$ cat config.mk
export PLATFORM = sky130hd
export DESIGN_NAME = clock_synced_ramp_oscillator
export DESIGN_NICKNAME = d
export VERILOG_FILES = /design/src/rtl/csro_pkg.sv /design/src/rtl/csro_cfg.sv /design/src/rtl/csro_ctrl.sv /design/src/rtl/csro_dp.sv /design/src/rtl/clock_synced_ramp_oscillator.sv
export SDC_FILE = /design/constraint.sdc
export NUM_CORES = 2
export LEC_CHECK = 0
export BUFFER_PORTS_ARGS = -buffer_cell sky130_fd_sc_hd__buf_4
export CAP_MARGIN = 40
export CORE_AREA = 4 4 319 321
export CTS_CLUSTER_SIZE = 30
export DETAILED_ROUTE_END_ITERATION = 16
export DIE_AREA = 0 0 323 325
export PLACE_DENSITY = 0.78
export SYNTH_ARGS = -nofsm -noshare
export SYNTH_HDL_FRONTEND = slang
export SYNTH_SLANG_ARGS = --single-unit
$ cat constraint.sdc
create_clock -name clk -period 8 [get_ports clk]
set_clock_uncertainty 0.1 [all_clocks]
set_input_delay 0.8 -clock clk [delete_from_list [all_inputs] [get_ports clk]]
set_output_delay 0.8 -clock clk [all_outputs]
set_load 0.05 [all_outputs]
$ cat src/rtl/csro_pkg.sv
// Shared types and constants for the clock-synced ramp oscillator.
package csro_pkg;

    // Widths fixed by the item and register fields
    localparam int CNT_W = 7;
    localparam int IDX_W = 4;
    localparam int CFG_DW = 24;

    // Register indexes on the configuration port
    localparam logic [IDX_W-1:0] REG_BOTTOM_MV       = 4'd0;
    localparam logic [IDX_W-1:0] REG_TOP_MV          = 4'd1;
    localparam logic [IDX_W-1:0] REG_FREE_INCREMENT  = 4'd2;
    localparam logic [IDX_W-1:0] REG_RUN_DIRECTION   = 4'd3;
    localparam logic [IDX_W-1:0] REG_PHASE_SHIFT     = 4'd4;
    localparam logic [IDX_W-1:0] REG_CLOCK_LOCKED    = 4'd5;
    localparam logic [IDX_W-1:0] REG_KEEP_OFFSET     = 4'd6;
    localparam logic [IDX_W-1:0] REG_BEAT_MULTIPLIER = 4'd7;

    // Request modes
    localparam logic [1:0] MODE_RUN    = 2'd0;
    localparam logic [1:0] MODE_SET    = 2'd1;
    localparam logic [1:0] MODE_NUDGE  = 2'd2;
    localparam logic [1:0] MODE_RESYNC = 2'd3;

    // Configuration register file contents
    typedef struct packed {
        logic signed [15:0] bottom_mv;
        logic signed [15:0] top_mv;
        logic [23:0]        free_increment;
        logic [1:0]         run_direction;
        logic [23:0]        phase_shift;
        logic               clock_locked;
        logic               keep_offset;
        logic [23:0]        beat_multiplier;
    } cfg_t;

    // Controller to datapath commands
    typedef struct packed {
        logic load;   // latch request fields
        logic dec;    // decode: set/nudge phase, free step, range
        logic mlo;    // multiply beat_multiplier by low half of beat time
        logic mhi;    // multiply by high half, keep low product
        logic cp;     // finish clock phase, multiply for locked rate
        logic capt;   // capture sync offset
        logic err;    // phase error
        logic gain;   // scale error by loop gain
        logic step;   // form locked step
        logic issue;  // advance phase and start one sample
        logic last;   // sample issued is the last of the block
    } cmd_t;

    // Datapath to controller status
    typedef struct packed {
        logic [1:0]       mode;
        logic [CNT_W-1:0] count;   // clamped block length
        logic             adv;     // sample pipeline can move
    } stat_t;

endpackage

$ cat src/rtl/csro_cfg.sv
// Configuration register file for the ramp oscillator.
module csro_cfg (
    input  logic                          clk,
    input  logic                          rst_n,
    input  logic                          cfg_valid,
    output logic                          cfg_ready,
    input  logic [csro_pkg::IDX_W-1:0]    cfg_addr,
    input  logic [csro_pkg::CFG_DW-1:0]   cfg_data,
    output csro_pkg::cfg_t                cfg
);
    import csro_pkg::*;

    cfg_t cfg_reg;
    logic wr;

    assign cfg_ready = 1'b1;
    assign wr = cfg_valid && cfg_ready;
    assign cfg = cfg_reg;

    // Register writes, unknown indexes dropped
    always_ff @(posedge clk or negedge rst_n)
    begin
        if (!rst_n)
        begin
            cfg_reg.bottom_mv       <= -16'sd5000;
            cfg_reg.top_mv          <= 16'sd5000;
            cfg_reg.free_increment  <= 24'd1000;
            cfg_reg.run_direction   <= 2'b00;
            cfg_reg.phase_shift     <= 24'd0;
            cfg_reg.clock_locked    <= 1'b0;
            cfg_reg.keep_offset     <= 1'b1;
            cfg_reg.beat_multiplier <= 24'd65536;
        end
        else if (wr)
        begin
            case (cfg_addr)
                REG_BOTTOM_MV:       cfg_reg.bottom_mv       <= cfg_data[15:0];
                REG_TOP_MV:          cfg_reg.top_mv          <= cfg_data[15:0];
                REG_FREE_INCREMENT:  cfg_reg.free_increment  <= cfg_data;
                REG_RUN_DIRECTION:   cfg_reg.run_direction   <= cfg_data[1:0];
                REG_PHASE_SHIFT:     cfg_reg.phase_shift     <= cfg_data;
                REG_CLOCK_LOCKED:    cfg_reg.clock_locked    <= cfg_data[0];
                REG_KEEP_OFFSET:     cfg_reg.keep_offset     <= cfg_data[0];
                REG_BEAT_MULTIPLIER: cfg_reg.beat_multiplier <= cfg_data;
                default:             cfg_reg <= cfg_reg;
            endcase
        end
    end

endmodule

$ cat src/rtl/csro_ctrl.sv
// Sequencing state machine for the ramp oscillator.
module csro_ctrl (
    input  logic            clk,
    input  logic            rst_n,
    input  logic            in_valid,
    output logic            in_ready,
    input  csro_pkg::cfg_t  cfg,
    input  csro_pkg::stat_t stat,
    output csro_pkg::cmd_t  cmd
);
    import csro_pkg::*;

    localparam logic [3:0] S_IDLE = 4'd0;
    localparam logic [3:0] S_DEC  = 4'd1;
    localparam logic [3:0] S_MLO  = 4'd2;
    localparam logic [3:0] S_MHI  = 4'd3;
    localparam logic [3:0] S_CP   = 4'd4;
    localparam logic [3:0] S_CAPT = 4'd5;
    localparam logic [3:0] S_ERR  = 4'd6;
    localparam logic [3:0] S_GAIN = 4'd7;
    localparam logic [3:0] S_STEP = 4'd8;
    localparam logic [3:0] S_RUN  = 4'd9;

    logic [3:0]       state_reg, state_next;
    logic [CNT_W-1:0] cnt_reg, cnt_next;
    logic             dir_zero;
    logic             issue;

    assign dir_zero = (cfg.run_direction == 2'b00);
    assign in_ready = (state_reg == S_IDLE);
    assign issue    = (state_reg == S_RUN) && stat.adv;

    // Commands decoded from the state
    always_comb
    begin
        cmd       = '0;
        cmd.load  = in_valid && in_ready;
        cmd.dec   = (state_reg == S_DEC);
        cmd.mlo   = (state_reg == S_MLO);
        cmd.mhi   = (state_reg == S_MHI);
        cmd.cp    = (state_reg == S_CP);
        cmd.capt  = (state_reg == S_CAPT);
        cmd.err   = (state_reg == S_ERR);
        cmd.gain  = (state_reg == S_GAIN);
        cmd.step  = (state_reg == S_STEP);
        cmd.issue = issue;
        cmd.last  = (cnt_reg == CNT_W'(1));
    end

    // Next state and remaining sample count
    always_comb
    begin
        state_next = state_reg;
        cnt_next   = cnt_reg;
        case (state_reg)
            S_IDLE:
            begin
                if (in_valid)
                    state_next = S_DEC;
            end
            S_DEC:
            begin
                cnt_next = stat.count;
                case (stat.mode)
                    MODE_RUN:
                    begin
                        if (stat.count == '0)
                            state_next = S_IDLE;
                        else if (dir_zero || !cfg.clock_locked)
                            state_next = S_RUN;
                        else
                            state_next = S_MLO;
                    end
                    MODE_SET, MODE_NUDGE:
                        state_next = (cfg.clock_locked && cfg.keep_offset) ? S_MLO : S_IDLE;
                    MODE_RESYNC:
                        state_next = S_MLO;
                    default:
                        state_next = S_IDLE;
                endcase
            end
            S_MLO:  state_next = S_MHI;
            S_MHI:  state_next = S_CP;
            S_CP:   state_next = (stat.mode == MODE_RUN) ? S_ERR : S_CAPT;
            S_CAPT: state_next = S_IDLE;
            S_ERR:  state_next = S_GAIN;
            S_GAIN: state_next = S_STEP;
            S_STEP: state_next = S_RUN;
            S_RUN:
            begin
                if (issue)
                begin
                    cnt_next = cnt_reg - CNT_W'(1);
                    if (cnt_reg == CNT_W'(1))
                        state_next = S_IDLE;
                end
            end
            default: state_next = S_IDLE;
        endcase
    end

    always_ff @(posedge clk or negedge rst_n)
    begin
        if (!rst_n)
        begin
            state_reg <= S_IDLE;
            cnt_reg   <= '0;
        end
        else
        begin
            state_reg <= state_next;
            cnt_reg   <= cnt_next;
        end
    end

endmodule

$ cat src/rtl/csro_dp.sv
// Phase accumulator, lock arithmetic and ramp scaling pipeline.
module csro_dp #(
    parameter int MAX_BLOCK  = 64,
    parameter int PHASE_BITS = 24,
    parameter int LOOP_GAIN  = 16
) (
    input  logic                           clk,
    input  logic                           rst_n,
    input  csro_pkg::cfg_t                 cfg,
    input  csro_pkg::cmd_t                 cmd,
    input  logic [1:0]                     in_mode,
    input  logic [39:0]                    in_beat_time,
    input  logic [23:0]                    in_beat_increment,
    input  logic [csro_pkg::CNT_W-1:0]     in_sample_count,
    input  logic signed [24:0]             in_phase_value,
    output csro_pkg::stat_t                stat,
    output logic                           out_valid,
    input  logic                           out_ready,
    output logic signed [15:0]             out_sample,
    output logic                           out_last
);
    import csro_pkg::*;

    localparam int PB = PHASE_BITS;
    localparam logic [PB-1:0]    HALF   = {1'b1, {(PB-1){1'b0}}};
    localparam logic [PB-1:0]    GAIN_V = PB'(LOOP_GAIN);
    localparam logic [CNT_W-1:0] MAX_N  = CNT_W'(MAX_BLOCK);

    // Q0.24 to phase format: left with zero fill or right truncating
    function automatic logic [PB-1:0] to_ph(input logic [23:0] v);
        logic [PB+23:0] w;
        w = {v, {PB{1'b0}}} >> 24;
        return w[PB-1:0];
    endfunction

    // Request fields
    logic [1:0]       mode_reg;
    logic [39:0]      bt_reg;
    logic [23:0]      binc_reg;
    logic [CNT_W-1:0] cnt_in_reg;
    logic [23:0]      pv_reg;

    // Phase state and lock arithmetic
    logic [PB-1:0] acc_reg, acc_next;
    logic [PB-1:0] so_reg;
    logic [47:0]   prod_reg;
    logic [39:0]   cp_reg;
    logic [PB-1:0] e_reg, rate_reg, g_reg, step_reg;
    logic [15:0]   mag_reg;
    logic          neg_reg;

    // Sample pipeline
    logic               p1_valid_reg, p1_last_reg;
    logic [PB-1:0]      p1_ph_reg;
    logic               p2_valid_reg, p2_last_reg;
    logic [PB+15:0]     p2_prod_reg;
    logic               out_valid_reg, out_last_reg;
    logic signed [15:0] out_reg;

    logic          adv;
    logic          dir_zero, dir_neg;
    logic [23:0]   mul_b;
    logic [47:0]   mul_p;
    logic [39:0]   cp_sum, cp_fin;
    logic [PB-1:0] cp_ph, so_eff, err_raw, err_dir;
    logic [2*PB-1:0] g_full;
    logic [PB-1:0] d_lock, step_lock;
    logic [PB-1:0] pv_ph, free_ph, shift_ph, free_step;
    logic [PB-1:0] acc_adv, ph_next;
    logic [16:0]   range17, range_abs;
    logic [PB+15:0] p1_prod;
    logic [PB+16:0] q_sum;
    logic [15:0]   q;

    assign adv      = !out_valid_reg || out_ready;
    assign dir_zero = (cfg.run_direction == 2'b00);
    assign dir_neg  = cfg.run_direction[1];

    assign stat.mode  = mode_reg;
    assign stat.count = (cnt_in_reg > MAX_N) ? MAX_N : cnt_in_reg;
    assign stat.adv   = adv;

    // Shared 24x24 multiplier: beat time halves, then beat increment
    always_comb
    begin
        if (cmd.mlo)
            mul_b = {4'b0, bt_reg[19:0]};
        else if (cmd.mhi)
            mul_b = {4'b0, bt_reg[39:20]};
        else
            mul_b = binc_reg;
    end
    assign mul_p = cfg.beat_multiplier * mul_b;

    // Clock phase: low 40 bits of the product, negated when running backward
    assign cp_sum = cp_reg + {prod_reg[19:0], 20'b0};
    assign cp_fin = dir_neg ? (40'd0 - cp_sum) : cp_sum;
    assign cp_ph  = dir_zero ? '0 : cp_reg[39 -: PB];

    // Phase error and step; only the value modulo one cycle matters
    assign so_eff    = cfg.keep_offset ? so_reg : '0;
    assign err_raw   = acc_reg - (cp_ph + so_eff);
    assign err_dir   = dir_neg ? ('0 - err_raw) : err_raw;
    assign g_full    = e_reg * GAIN_V;
    assign d_lock    = rate_reg - g_reg;
    assign step_lock = dir_neg ? ('0 - d_lock) : d_lock;

    assign pv_ph     = to_ph(pv_reg);
    assign free_ph   = to_ph(cfg.free_increment);
    assign shift_ph  = to_ph(cfg.phase_shift);
    assign free_step = dir_zero ? '0 : (dir_neg ? ('0 - free_ph) : free_ph);

    assign acc_adv = acc_reg + step_reg;
    assign ph_next = acc_adv + shift_ph;

    // Ramp span and magnitude
    assign range17   = {cfg.top_mv[15], cfg.top_mv} - {cfg.bottom_mv[15], cfg.bottom_mv};
    assign range_abs = range17[16] ? (17'd0 - range17) : range17;

    // Scaling
    assign p1_prod = p1_ph_reg * mag_reg;
    assign q_sum   = {1'b0, p2_prod_reg} + (PB+17)'(HALF);
    assign q       = q_sum[PB+15:PB];

    assign out_valid  = out_valid_reg;
    assign out_sample = out_reg;
    assign out_last   = out_last_reg;

    // Phase accumulator updates
    always_comb
    begin
        acc_next = acc_reg;
        if (cmd.dec && mode_reg == MODE_SET)
            acc_next = pv_ph;
        else if (cmd.dec && mode_reg == MODE_NUDGE)
            acc_next = acc_reg + pv_ph;
        else if (cmd.issue)
            acc_next = acc_adv;
    end

    // Control state and phase state
    always_ff @(posedge clk or negedge rst_n)
    begin
        if (!rst_n)
        begin
            acc_reg       <= HALF;
            so_reg        <= '0;
            p1_valid_reg  <= 1'b0;
            p2_valid_reg  <= 1'b0;
            out_valid_reg <= 1'b0;
        end
        else
        begin
            acc_reg <= acc_next;
            if (cmd.capt)
                so_reg <= acc_reg - cp_ph;
            if (adv)
            begin
                p1_valid_reg  <= cmd.issue;
                p2_valid_reg  <= p1_valid_reg;
                out_valid_reg <= p2_valid_reg;
            end
        end
    end

    // Request fields and lock arithmetic
    always_ff @(posedge clk)
    begin
        if (cmd.load)
        begin
            mode_reg   <= in_mode;
            bt_reg     <= in_beat_time;
            binc_reg   <= in_beat_increment;
            cnt_in_reg <= in_sample_count;
            pv_reg     <= in_phase_value[23:0];
        end
        if (cmd.dec)
        begin
            step_reg <= free_step;
            mag_reg  <= range_abs[15:0];
            neg_reg  <= range17[16];
        end
        if (cmd.mlo || cmd.mhi || cmd.cp)
            prod_reg <= mul_p;
        if (cmd.mhi)
            cp_reg <= prod_reg[39:0];
        if (cmd.cp)
            cp_reg <= cp_fin;
        if (cmd.err)
        begin
            e_reg    <= err_dir;
            rate_reg <= prod_reg[39 -: PB];
        end
        if (cmd.gain)
            g_reg <= g_full[PB-1:0];
        if (cmd.step)
            step_reg <= step_lock;
    end

    // Sample pipeline payload: phase, product, output
    always_ff @(posedge clk)
    begin
        if (adv)
        begin
            p1_ph_reg    <= ph_next;
            p1_last_reg  <= cmd.last;
            p2_prod_reg  <= p1_prod;
            p2_last_reg  <= p1_last_reg;
            out_reg      <= neg_reg ? (cfg.bottom_mv - q) : (cfg.bottom_mv + q);
            out_last_reg <= p2_last_reg;
        end
    end

endmodule

$ cat src/rtl/clock_synced_ramp_oscillator.sv
// Top level of the clock-synced ramp oscillator: registers, controller, datapath.
//
//  channel  | direction | handshake          | payload
//  ---------+-----------+--------------------+---------------------------------------
//  s_*      | in        | s_tvalid/s_tready  | mode in tuser; times and counts in tdata
//  m_*      | out       | m_tvalid/m_tready  | sample_mv in tdata, last_sample on tlast
//  cfg_*    | in        | cfg_valid/cfg_ready| register index and write data
//
// A request is decoded first. A locked run block then adds the steps of the shared
// 24x24 multiplier (two beat-time halves, beat increment), error, gain and step;
// then one sample per cycle unless the output stalls, through the phase, product
// and output registers. Set and nudge may add an offset capture; resync always does.
// Reset loads register defaults, half-cycle phase and zero sync offset.
// A stalled output holds the sample pipeline; the next request is taken once
// all samples of the block are issued.
module clock_synced_ramp_oscillator #(
    parameter int MAX_BLOCK  = 64,
    parameter int PHASE_BITS = 24,
    parameter int LOOP_GAIN  = 16
) (
    input  logic                        clk,
    input  logic                        rst_n,
    input  logic                        s_tvalid,
    output logic                        s_tready,
    // [39:0] beat_time, [63:40] beat_increment, [70:64] sample_count,
    // [95:71] phase_value
    input  logic [95:0]                 s_tdata,
    // [1:0] mode
    input  logic [1:0]                  s_tuser,
    output logic                        m_tvalid,
    input  logic                        m_tready,
    // [15:0] sample_mv
    output logic [15:0]                 m_tdata,
    output logic                        m_tlast,
    input  logic                        cfg_valid,
    output logic                        cfg_ready,
    input  logic [csro_pkg::IDX_W-1:0]  cfg_addr,
    input  logic [csro_pkg::CFG_DW-1:0] cfg_data
);
    import csro_pkg::*;

    cfg_t  cfg;
    cmd_t  cmd;
    stat_t stat;
    logic signed [15:0] sample;

    csro_cfg u_cfg (
        .clk       (clk),
        .rst_n     (rst_n),
        .cfg_valid (cfg_valid),
        .cfg_ready (cfg_ready),
        .cfg_addr  (cfg_addr),
        .cfg_data  (cfg_data),
        .cfg       (cfg)
    );

    csro_ctrl u_ctrl (
        .clk      (clk),
        .rst_n    (rst_n),
        .in_valid (s_tvalid),
        .in_ready (s_tready),
        .cfg      (cfg),
        .stat     (stat),
        .cmd      (cmd)
    );

    csro_dp #(
        .MAX_BLOCK  (MAX_BLOCK),
        .PHASE_BITS (PHASE_BITS),
        .LOOP_GAIN  (LOOP_GAIN)
    ) u_dp (
        .clk               (clk),
        .rst_n             (rst_n),
        .cfg               (cfg),
        .cmd               (cmd),
        .in_mode           (s_tuser),
        .in_beat_time      (s_tdata[39:0]),
        .in_beat_increment (s_tdata[63:40]),
        .in_sample_count   (s_tdata[70:64]),
        .in_phase_value    (s_tdata[95:71]),
        .stat              (stat),
        .out_valid         (m_tvalid),
        .out_ready         (m_tready),
        .out_sample        (sample),
        .out_last          (m_tlast)
    );

    assign m_tdata = sample;

endmodule
### Word level (Yosys, flattened, before mapping)

Cells that the tools add are included.

* magnitude comparators: 1
* muxes and demuxes: 30
* $add $sub $neg: 18
* multiply operators: 2
* reductions and logical operators: 31
* eq/ne operators: 23

Operators by type and width (number)
* 2-to-1 mux 24 bit: 10
* 2-to-1 mux 40 bit: 3
* adder 24 bit: 3
* 2-to-1 mux 20 bit: 3
* subtractor 1 x 24 -> 24 bit, first input constant: 2
* adder 40 x 24 -> 40 bit, second input constant: 1
* adder 40 bit: 1
* multiplier 24 x 16 -> 40 bit: 1
* multiplier 24 x 24 -> 40 bit: 1
* subtractor 1 x 40 -> 40 bit, first input constant: 1
* subtractor 20 bit: 2
* case mux 4 bit (9 select lines): 1
* == test 4 x 3 -> 1 bit, second input constant: 8
* 2-to-1 mux 16 bit: 2
* subtractor 24 bit: 1
* adder 20 bit: 1
* 2-to-1 mux 4 bit: 5
* subtractor 1 x 20 -> 20 bit, first input constant: 1
* AND reduction 2 bit: 9
* subtractor 16 x 16 -> 17 bit: 1
* adder 16 bit: 1
* == test 4 x 2 -> 1 bit, second input constant: 4
* subtractor 1 x 16 -> 16 bit, first input constant: 1
* subtractor 16 bit: 1
* 23 further kinds: 41

* register bits: 531
* output and inout port bits: 20

### Longest topological paths before layout

* depth in word-level cells: 6
* gate-level depth with buffers: 33
* gate-level depth less buffers: 30

### Hierarchy

Synthesis repeated with hierarchy kept, for this count alone.

* cell total of the unflattened synthesis: 5885
* area, all modules: 58153.3 um^2

Modules (own cells, without submodules)
* csro_dp: area each 53093.4 um^2, cells each 5532, times used 1
* csro_cfg: area each 4141.5 um^2, cells each 239, times used 1
* csro_ctrl: area each 918.4 um^2, cells each 114, times used 1

### Worst setup path after synthesis

OpenSTA, ideal clock, no wires.

* path type: flip-flop to flip-flop
* start: register u_ctrl.state_reg[0]
* end: register u_dp.prod_reg[38] (data pin)
* stages on the path, launching flop included: 31
* slack: -0.550 ns
* setup time: 0.258 ns
* clock period less this slack: 8.550 ns
* path buffers: 4
* arrival time: 8.193 ns
* data required time: 7.642 ns
* cells stage by stage: dfrtp_1 clkbuf_1 clkbuf_1 buf_1 mux2i_1 nor2_1 a21oi_1 clkbuf_1 nor2b_1 fa_1 fa_1 inv_1 fa_1 fa_1 inv_1 fa_1 fa_1 inv_1 fa_1 inv_1 ha_1 a21o_1 a21o_1 a21oi_1 o21ai_0 or3_1 o21ai_0 o211ai_1 a221o_1 a21oi_1 xnor2_1

* word-level cells in the longest chain between the ends: 4
* elaborated cells between the ends (all ways): 5
* classes of those cells: 1 x mul; 2 x eq/ne; 2 x mux

Ends and longest elaborated chain
* start: declaration: line csro_ctrl.sv:24 `logic [3:0] state_reg, state_next;`
* start signal: assignment: line csro_ctrl.sv:111 `state_reg <= state_next;`
* == test 4 x 2 -> 1 bit: line csro_ctrl.sv:40 `cmd.mhi = (state_reg == S_MHI);`
* 2-to-1 mux 24 bit: line csro_dp.sv:88 `else if (cmd.mhi)`
* 2-to-1 mux 24 bit *: line csro_dp.sv:86 `if (cmd.mlo)`
* multiplier 24 x 24 -> 40 bit *: line csro_dp.sv:93 `assign mul_p = cfg.beat_multiplier * mul_b;`
* named net u_dp.mul_p[38]: line csro_dp.sv:63 `logic [47:0] mul_p;`
* end signal: assignment: line csro_dp.sv:184 `prod_reg <= mul_p;`
* end: declaration: line csro_dp.sv:46 `logic [47:0] prod_reg;`

Mark *: on every way through the listed nets, which the timed path passes. The rest lies on a longest branch.
A chain may end at the register's enable or synchronous reset.

### Final worst setup path

* start: register u_ctrl.state_reg[2]
* end: register u_dp.prod_reg[23] (data pin)

Same word-level chain as after synthesis.

==> qor.yml <==
run_status:
  outcome: "finished, final reports clean"
critical_path:
  critPathMaxStageDelay_ns: 0.56
  path_class: "reg2reg"
  r2r-end: "u_dp.prod_reg[23]$_DFFE_PP_"
  timing.rr.start: "u_ctrl.state_reg[2]$_DFFE_PN0P_"
  arrival_ns: 8.11
  critPathSlowestCell: "fa_1"
  cp_max_fo: 7
  worstSetupEndpointType: "flop"
  worst-r2r-setup-slack_ns: 0.20
  reg2regPathDepth: 32
  cpMostUsedCell: "fa_1"
  cp_data_required_time_ns: 8.30
  critPathLaunchType: "flop"
drt:
  drt_wl_total_um: 157000
  ant_nets: 0
  first_pass_iters: 6
  drc: 0
  vias_per_cell: 5.89
  first_iter_violations: 3854
  wl_per_cell_um: 21.1
  via_count: 44000
clock_network:
  htreeDepth: 2
  cts-root-buf: "clkbuf_16"
  cts_tree: "yes"
  clk_path_buf_depth: 3
  cts.clk_slew.worst_paths_ns: 0.07
  cts_buffers: 57
  clk_latency_ns: 0.69
  clock-sinks: 504
placement:
  place.gp.congestion: 0.948
  dpl.hpwl_um: 122000
  pre_cts_ws_ns: -0.144
  placement.io_buffers: 148
synth:
  yosys_register_bits: 504
  yosysWarnings: 0
  synth.largest_area_cell: "fa_1"
  syn_area_sq_um: 58000
  synth_edf_count: 338
  synth_seq_area_share_pct: 24.7
  yosysTopAreaCellShare_pct: 27.2
  ys_types: 85
  yosys_most_used_dff: "edfxtp_1"
  async_flop_share_pct: 32.9
  syn_area_per_cell_sq_um: 9.77
  synth.area.top_cells: "fa_1 (27%), edfxtp_1 (18%), ha_1 (9.2%), dfrtp_1 (6.2%), inv_1 (6.0%)"
  syn_inst: 5933
  syn_nets: 7279
timing:
  fin_ws_ns: 0.197
  min_period_ns: 7.80
  final-max-slew-violation-count: 0
  hold_viol: 0
  setup_viol: 0
  hold-worst-slack_ns: 0.00950
  relSlewSlack_pct: 37.4
  max_freq_ghz: 0.128
  finalCritPeriodShare_pct: 97.5
  worst_pin_slew_ns: 0.915
layout:
  mostFrequentLayoutCell: "inv_1"
  areaGrowthSynthToFinish_pct: 10.5
  drive_gt1_share_pct: 11.4
  final_cell_mix: "inv_1 (925), fa_1 (784), nand2_1 (781)"
  largest_register_ffs: 108
  fin_nets: 7463
grt:
  met2_usage_pct: 49.4
  grt_max_degree: 88
  grt_pass1_vias: 46100
  globalRouteOverflowTotal: 0
  antenna_found_initial: 9
  track_usage_pct: 30.0
  busiest_layer: "met2"
  grt_first_pass_wirelength_um: 247000
  globalRouteMet1Util_pct: 38.5
  grt_use_met3_pct: 6.07
die:
  start_util_pct: 58.4
  pin_count: 151
  dieHeight_um: 325
  core_sq_um: 99300
  core.rowCount: 116
  die-area_sq_um: 105000
  dieWidth_um: 323
job:
  timing.max_cap.violations: 0
worst_hold_path:
  min_path_type: "in2async"
[layer usage]
metal / vias to the layer above / part of all wire, % / routed length, um
met5: - / 0.021 / 33
met4: 6 / 5.1 / 8020
met3: 472 / 9.2 / 14500
met2: 2002 / 48 / 74600
met1: 21900 / 38 / 60000
li1: 19600 / - / -
[what timing repair did]
action / 4_1_cts / 5_1_grt
endpoints found under the hold margin: 0 / 0
gates resized for setup: 6 / 100
buffers inserted: 0 / 14
gates cloned: 0 / 3
hold buffers: 0 / 0
pin swaps: 0 / 47
endpoints found under the setup margin: 3 / 13
[how the worst max path moves through the flow]
| stage | from | end | cells past startpoint | slack, ns |
|---|---|---|---|---|
| global placement | u_ctrl.state_reg[3]$_DFFE_PN0P_ | u_dp.prod_reg[39]$_DFFE_PP_ | 30 | -0.07 |
| global route | u_ctrl.state_reg[2]$_DFFE_PN0P_ | u_dp.prod_reg[36]$_DFFE_PP_ | 34 | -0.06 |
| finish | u_ctrl.state_reg[2]$_DFFE_PN0P_ | u_dp.prod_reg[23]$_DFFE_PP_ | 32 | 0.20 |
| floorplan | u_ctrl.state_reg[3]$_DFFE_PN0P_ | u_dp.prod_reg[38]$_DFFE_PP_ | 30 | 0.009 |
| detailed placement | u_ctrl.state_reg[3]$_DFFE_PN0P_ | u_dp.prod_reg[39]$_DFFE_PP_ | 30 | -0.14 |
| CTS | u_ctrl.state_reg[0]$_DFFE_PN0P_ | u_dp.prod_reg[38]$_DFFE_PP_ | 28 | 0.03 |
[through the flow]
| step | util, % | cell area, sq um | instances | setup TNS [ns] |
|---|---|---|---|---|
| after floorplan | - | 58000 | 5933 | 0 |
| after global placement | 61.8 | 61300 | 7328 | -0.0952 |
| after detailed placement | 61.9 | 61500 | 7338 | -0.343 |
| after CTS | 63.9 | 63400 | 7445 | 0 |
| after global routing | 64.5 | 64100 | 7463 | -0.196 |
| final | 64.5 | 64100 | 7464 | 0 |
[Yosys cell counts (12+ instances only)]
cell and n:
inv_1 930, fa_1 788, nand2_1 786, ha_1 427
edfxtp_1 338, and2_1 312, clkbuf_1 223, nor2_1 214
o21ai_0 214, xnor2_1 214, a21oi_1 188, dfrtp_1 143
xor2_1 117, mux2_2 112, nor2b_1 98, nor3_1 77
a21o_1 70, and3_1 63, nand3_1 59, o21a_1 44
nand2b_1 39, a31oi_1 38, a211oi_1 30, or3_1 27
o21bai_1 26, o211ai_1 25, dfstp_2 23, mux2i_1 23
o31ai_1 23, nand4_1 20, nor4_1 20, o22ai_1 16
or2_2 13, a22o_1 12
[cell families (layout without fill, tap and decap cells)]
kind of cell,after synthesis,in the layout,share of synthesized area (%)
AOI/OAI and AO/OA,809,809,8.94
xor gates and xnor gates,332,332,5.04
adders and majority gates,1215,1215,36.4
buffers and inverters,1159,1391,7.51
DFF,504,504,24.7
muxes,135,135,2.57
other,1,2,0.00647
and+or+nand+nor,1778,1778,14.8
[worst max-delay path, delay by kind of cell, from the launching register on]
family | cells | cell delay, ns
fa+ha+maj | 8 | 3.57
buf+inv | 10 | 1.13
flops | 1 | 0.40
compound gates | 7 | 1.50
simple gates | 6 | 0.70
xor+xnor | 1 | 0.08
[layout make-up]
type / instances / area (sq um)
repair buffers: 354 / 2990
clock inverters: 36 / 400
multi-input cells: 4270 / 39700
inverters: 930 / 3490
clock buffers: 71 / 1520
diodes: 1 / 2.50
fillers: 7730 / 35200
well taps: 1298 / 1620
flip-flops and latches: 504 / 14300
Power is not shown: default switching activity piles up to over one toggle a cycle in this logic, so the estimate is an artifact.
